==> src/hw/rtl/gha_ram.sv <==
// Simple dual-port synchronous RAM with one write port and a registered read port.
module gha_ram #(
  parameter int unsigned DEPTH = 256,
  parameter int unsigned WIDTH = 16
) (
  input  logic                     clk_i,
  input  logic                     we_i,
  input  logic [$clog2(DEPTH)-1:0] waddr_i,
  input  logic [WIDTH-1:0]         wdata_i,
  input  logic                     re_i,
  input  logic [$clog2(DEPTH)-1:0] raddr_i,
  output logic [WIDTH-1:0]         rdata_o
);

  logic [WIDTH-1:0] mem_q [DEPTH];
  logic [WIDTH-1:0] rdata_q;

  always_ff @(posedge clk_i) begin
    if (we_i) begin
      mem_q[waddr_i] <= wdata_i;
    end
  end

  always_ff @(posedge clk_i) begin
    if (re_i) begin
      rdata_q <= mem_q[raddr_i];
    end
  end

  assign rdata_o = rdata_q;

endmodule

==> config.mk <==
export PLATFORM = sky130hd
export DESIGN_NAME = gha_ram
export DESIGN_NICKNAME = d
export VERILOG_FILES = /design/src/hw/rtl/gha_ram.sv
export SDC_FILE = /design/constraint.sdc
export NUM_CORES = 2
export LEC_CHECK = 0
export BUFFER_PORTS_ARGS = -buffer_cell sky130_fd_sc_hd__buf_4
export CAP_MARGIN = 40
export CORE_MARGIN = 3
export CORE_UTILIZATION = 35
export CTS_CLUSTER_SIZE = 20
export DETAILED_ROUTE_END_ITERATION = 16
export PLACE_DENSITY = 0.6
export SLEW_MARGIN = 5
export SYNTH_ARGS = -nofsm -noshare
export SYNTH_HDL_FRONTEND = slang
export SYNTH_SLANG_ARGS = --single-unit
==> constraint.sdc <==
create_clock -name clk_i -period 3.4 [get_ports clk_i]
set_input_delay 0.68 -clock clk_i [delete_from_list [all_inputs] [get_ports clk_i]]
set_output_delay 0.68 -clock clk_i [all_outputs]
set_load 0.01 [all_outputs]
## Word-level counts from Yosys, hierarchy flattened

Memories as Yosys holds them, arrays and structs flattened. A register that Yosys moved wholly into a read port is not among the register bits.
Index checks and enable logic that the tools add are counted.

- Flip-flop bits (word level): 0
- RAM bits: 4096
- Bits of input ports: 35
- Output and inout port bits: 16
- Word-level logic and storage cells: 3
- Memories kept: 1

- Muxes and demuxes: 2

Memory list:

| memory | words | bits a word | read ports | clocked after memory_dff | write ports | line | text |
|---|---|---|---|---|---|---|---|
| mem_q | 256 | 16 | 1 | 1 | 1 | 15 | `logic [WIDTH-1:0] mem_q [DEPTH];` |

Operator list:

| cell | number |
|---|---|
| 1-bit two-way mux | 2 |

## Longest topological paths before layout

- Depth in word-level cells: 2
- Gate-level depth with buffers: 12
- Mapped depth without buffers: 6

## Worst setup path after synthesis

No wires, ideal clock.

- Kind: input-to-reg
- Start: in raddr_i[0]
- End: reg rdata_q[4], in the netlist rdata_o[4], read port of mem_q, data pin
- Library setup time: 0.265 ns
- Arrival: 2.664 ns
- Required time: 3.135 ns
- Setup slack: 0.471 ns
- Stages on the path: 8
- Buffers on the path: 3
- Cell sequence: buf_6 -> buf_6 -> buf_2 -> mux4_2 -> mux4_2 -> a22o_1 -> o32ai_2 -> nor4_2

RTL lines:

| what | line | text |
|---|---|---|
| start: declaration | 11 | `input logic [$clog2(DEPTH)-1:0] raddr_i,` |
| end: declaration | 16 | `logic [WIDTH-1:0] rdata_q;` |

==> impl_metrics.toml <==
[drt]
drt-total-wl_um = 437200
drcViolationCount = 0
final_antenna_net_count = 0
drtIter0Drc = 9900
drtPass1Iterations = 7
vias_per_cell = 5.529
route.detailed.wl_per_inst_um = 29.88
vias = 80895

[sta]
drv_slew = 0
hold_viol = 0
fmax_mhz = 319.8
worstMarginPinSlew_ns = 1.027
fin_skew_ns = 0.06125
finalSetupViolations = 0
finalCritPeriodShare_pct = 91.98
maxSlewHeadroom_pct = 31.56
worst_slack_ns = 0.2727
rsz0062_at_grt = "no"
period_needed_ns = 3.127

[synth]
yosysTopAreaCellShare_pct = 77.72
ys_ff_latch = 4112
netlist_instances = 7360
ys.flop_type = "edfxtp_1"
synth_area_leader_cell = "edfxtp_1"
synth.top_cells.by_area = "edfxtp_1, mux4_2, mux2i_1"
yosys-top-cells-count = "edfxtp_1, mux4_2, mux2i_1"
ys_types = 51
synth_most_common_cell = "edfxtp_1"
syn-num-nets = 7395
netlist_area_um2 = 158900
synth_edf_count = 4112
synth-seq-area-share_pct = 77.72
yosys_warnings = 0
async_flop_share_pct = 0
syn_avg_cell_area_um2 = 21.59

[clocking]
cts_resized = 0
cts_root_buffer = "clkbuf_16"
cts_hold_buf = 0
clock_latency_ns = 0.96
clk_pin_slew_worst_paths_ns = 0.06
tritoncts = "done"
clock-sinks = 4112
clockBufferDepth = 4
cts_max_level = 5
postCtsSetupBuffers = 0
cts_buffers = 402

[worst_hold_path]
min_from = "wdata_i[9]"
hp-class = "in -> reg"

[pwr]
power_leakage_nw = 59.82
p_seq_share_pct = 52.9
switching_power_w = 0.02273
p_int_w = 0.08313
sw_frac_of_total_pct = 21.47
power_frac_comb_pct = 5.6
powerDensity_nw_per_um2 = 566.5
pwr-share-clk_pct = 41.5
ir_drop_v = 0.0004085

[placement]
gp_congestion = 0.9013
dp_hpwl_um = 279600
port_buffers = 50
post_dp_cell_area_um2 = 173900
pre_cts_ws_ns = -0.6066
dp.cells = 13890

[cells_and_area]
syn2layout_area_growth_pct = 17.62
drive_gt1_share_pct = 29.58
finish.instance_area_um2 = 186900
fillers = 38885
ff_latch_area_um2 = 123500
layout.nets = 8377
multi_input_comb_area_um2 = 32970
layout.cells.non_filler = 14632

[critical_path]
reg2reg_from = "mem_q[131][4]"
endpoint = "rdata_o[4]"
critPathKind = "in -> reg"
crit_arrival_ns = 3.90
worstPathCellList = "buf_16 > buf_4 > buf_12 > buf_12 > mux2_2 > a221oi_1 > o21ai_0 > nand4_1 > or4b_1 > nor4_2"
r2r_cells = 8
cp_top_family = "simple AND/OR/NAND/NOR gates"
cp_num_cells = 10
crit_start = "raddr_i[0]"
path_common_cell = "buf_12"
cp-end-kind = "flip-flop"
critical_path.max_fanout = 36
required_ns = 4.17
cp-start-kind = "primary input"
cp_slowest_stage_delay_ns = 0.81
rrSetupSlack_ns = 0.56
r2r_end = "rdata_o[4]"
crit_buf_inv = 4
cp_slowest_cell = "or4b_1"

[grt]
grt_util_met3_pct = 3.218
antenna_found_initial = 33
use_met2_pct = 30.14
grt.busiest_layer = "met2"
grt_max_degree = 107
use_met1_pct = 25.33
grt_pass1_vias = 81048
grt_pass1_wl_um = 620100
grtUsageTotal_pct = 18.59
grt-ovfl-total = 0

[die]
die_h_um = 679.7
dieArea_um2 = 462000
placeableCoreArea_um2 = 450600
io-pin-count = 51
die_w_um = 679.7
row_count = 246
start_util_pct = 35.26

[status]
outcome = "finished, final reports clean"

[run]
maxCapViolCount = 0
how the worst min path moves through the flow:
stage	endpoint	slack (ns)	cells after the start
after floorplan	mem_q[0][0]	0.78	0
after global placement	mem_q[83][9]	1.07	1
after detailed placement	mem_q[81][9]	1.08	1
after CTS	mem_q[82][9]	0.04	1
after global routing	mem_q[74][9]	0.07	1
final	mem_q[82][9]	0.11	1
state kept, by name, indices dropped and copies added (netlist names):
name / count
mem_q: 4096
rdata_o: 16
cell type report:
class / count / share of cell area [%]
Antenna cell: 9 / 0.01205
Timing Repair Buffer: 1030 / 5.333
Inverter: 4 / 0.01473
Clock inverter: 245 / 1.354
Clock buffer: 488 / 5.579
Multi-Input combinational cell: 2792 / 17.64
Tap cell: 5952 / 3.985
Sequential cell: 4112 / 66.08
cell usage in the layout (no fill, tap or decap), types with 43 or more instances in the layout:
| cell type | count |
|---|---|
| mux2_2 | 88 |
| clkbuf_16 | 404 |
| nor2_1 | 239 |
| a22oi_1 | 43 |
| a21oi_1 | 175 |
| clkinv_2 | 65 |
| clkinv_1 | 92 |
| o221ai_1 | 252 |
| nor3_1 | 90 |
| buf_12 | 164 |
| o22ai_1 | 148 |
| buf_4 | 841 |
| mux2i_1 | 565 |
| mux4_2 | 797 |
| nor2_2 | 65 |
| clkbuf_1 | 84 |
| edfxtp_1 | 4112 |
through the flow:
| stage | utilization, % | hold slack [ns] | power, W | TNS [ns] |
|---|---|---|---|---|
| 2_1_floorplan | - | 0.7789 | 0.05978 | 0 |
| 3_3_place_gp | 38.57 | 1.066 | 0.06290 | -5.239 |
| 3_5_place_dp | 38.59 | 1.076 | 0.06301 | -5.650 |
| 4_1_cts | 41.46 | 0.04096 | 0.1066 | 0 |
| 5_1_grt | 41.46 | 0.06516 | 0.1089 | 0 |
| 6_report | 41.47 | 0.1108 | 0.1059 | 0 |
logic make-up after synthesis:
| logic type | after synthesis | synth area share, % |
|---|---|---|
| simple gates | 556 | 1.573 |
| mux | 1450 | 15.48 |
| compound gates | 786 | 3.534 |
| flops | 4112 | 77.72 |
| buf+inv | 456 | 1.692 |
power by group through the flow:
stage	Combinational (W)	Sequential, W	Clock, W
2_1_floorplan	0.00276	0.0570	0
3_3_place_gp	0.00583	0.0571	0
3_5_place_dp	0.00593	0.0571	0
4_1_cts	0.00594	0.0560	0.0447
5_1_grt	0.00618	0.0560	0.0467
6_report	0.00591	0.0560	0.0439
layer usage:
layer  wire length, um  share of wire (%)  up-vias
met5               122              0.028        -
met4             17120                3.9       20
li1                  -                  -    33280
met2            209800                 48     3629
met3             36060                8.2      697
met1            174100                 40    43269
Note: power is estimated with default switching activity, not from simulation.
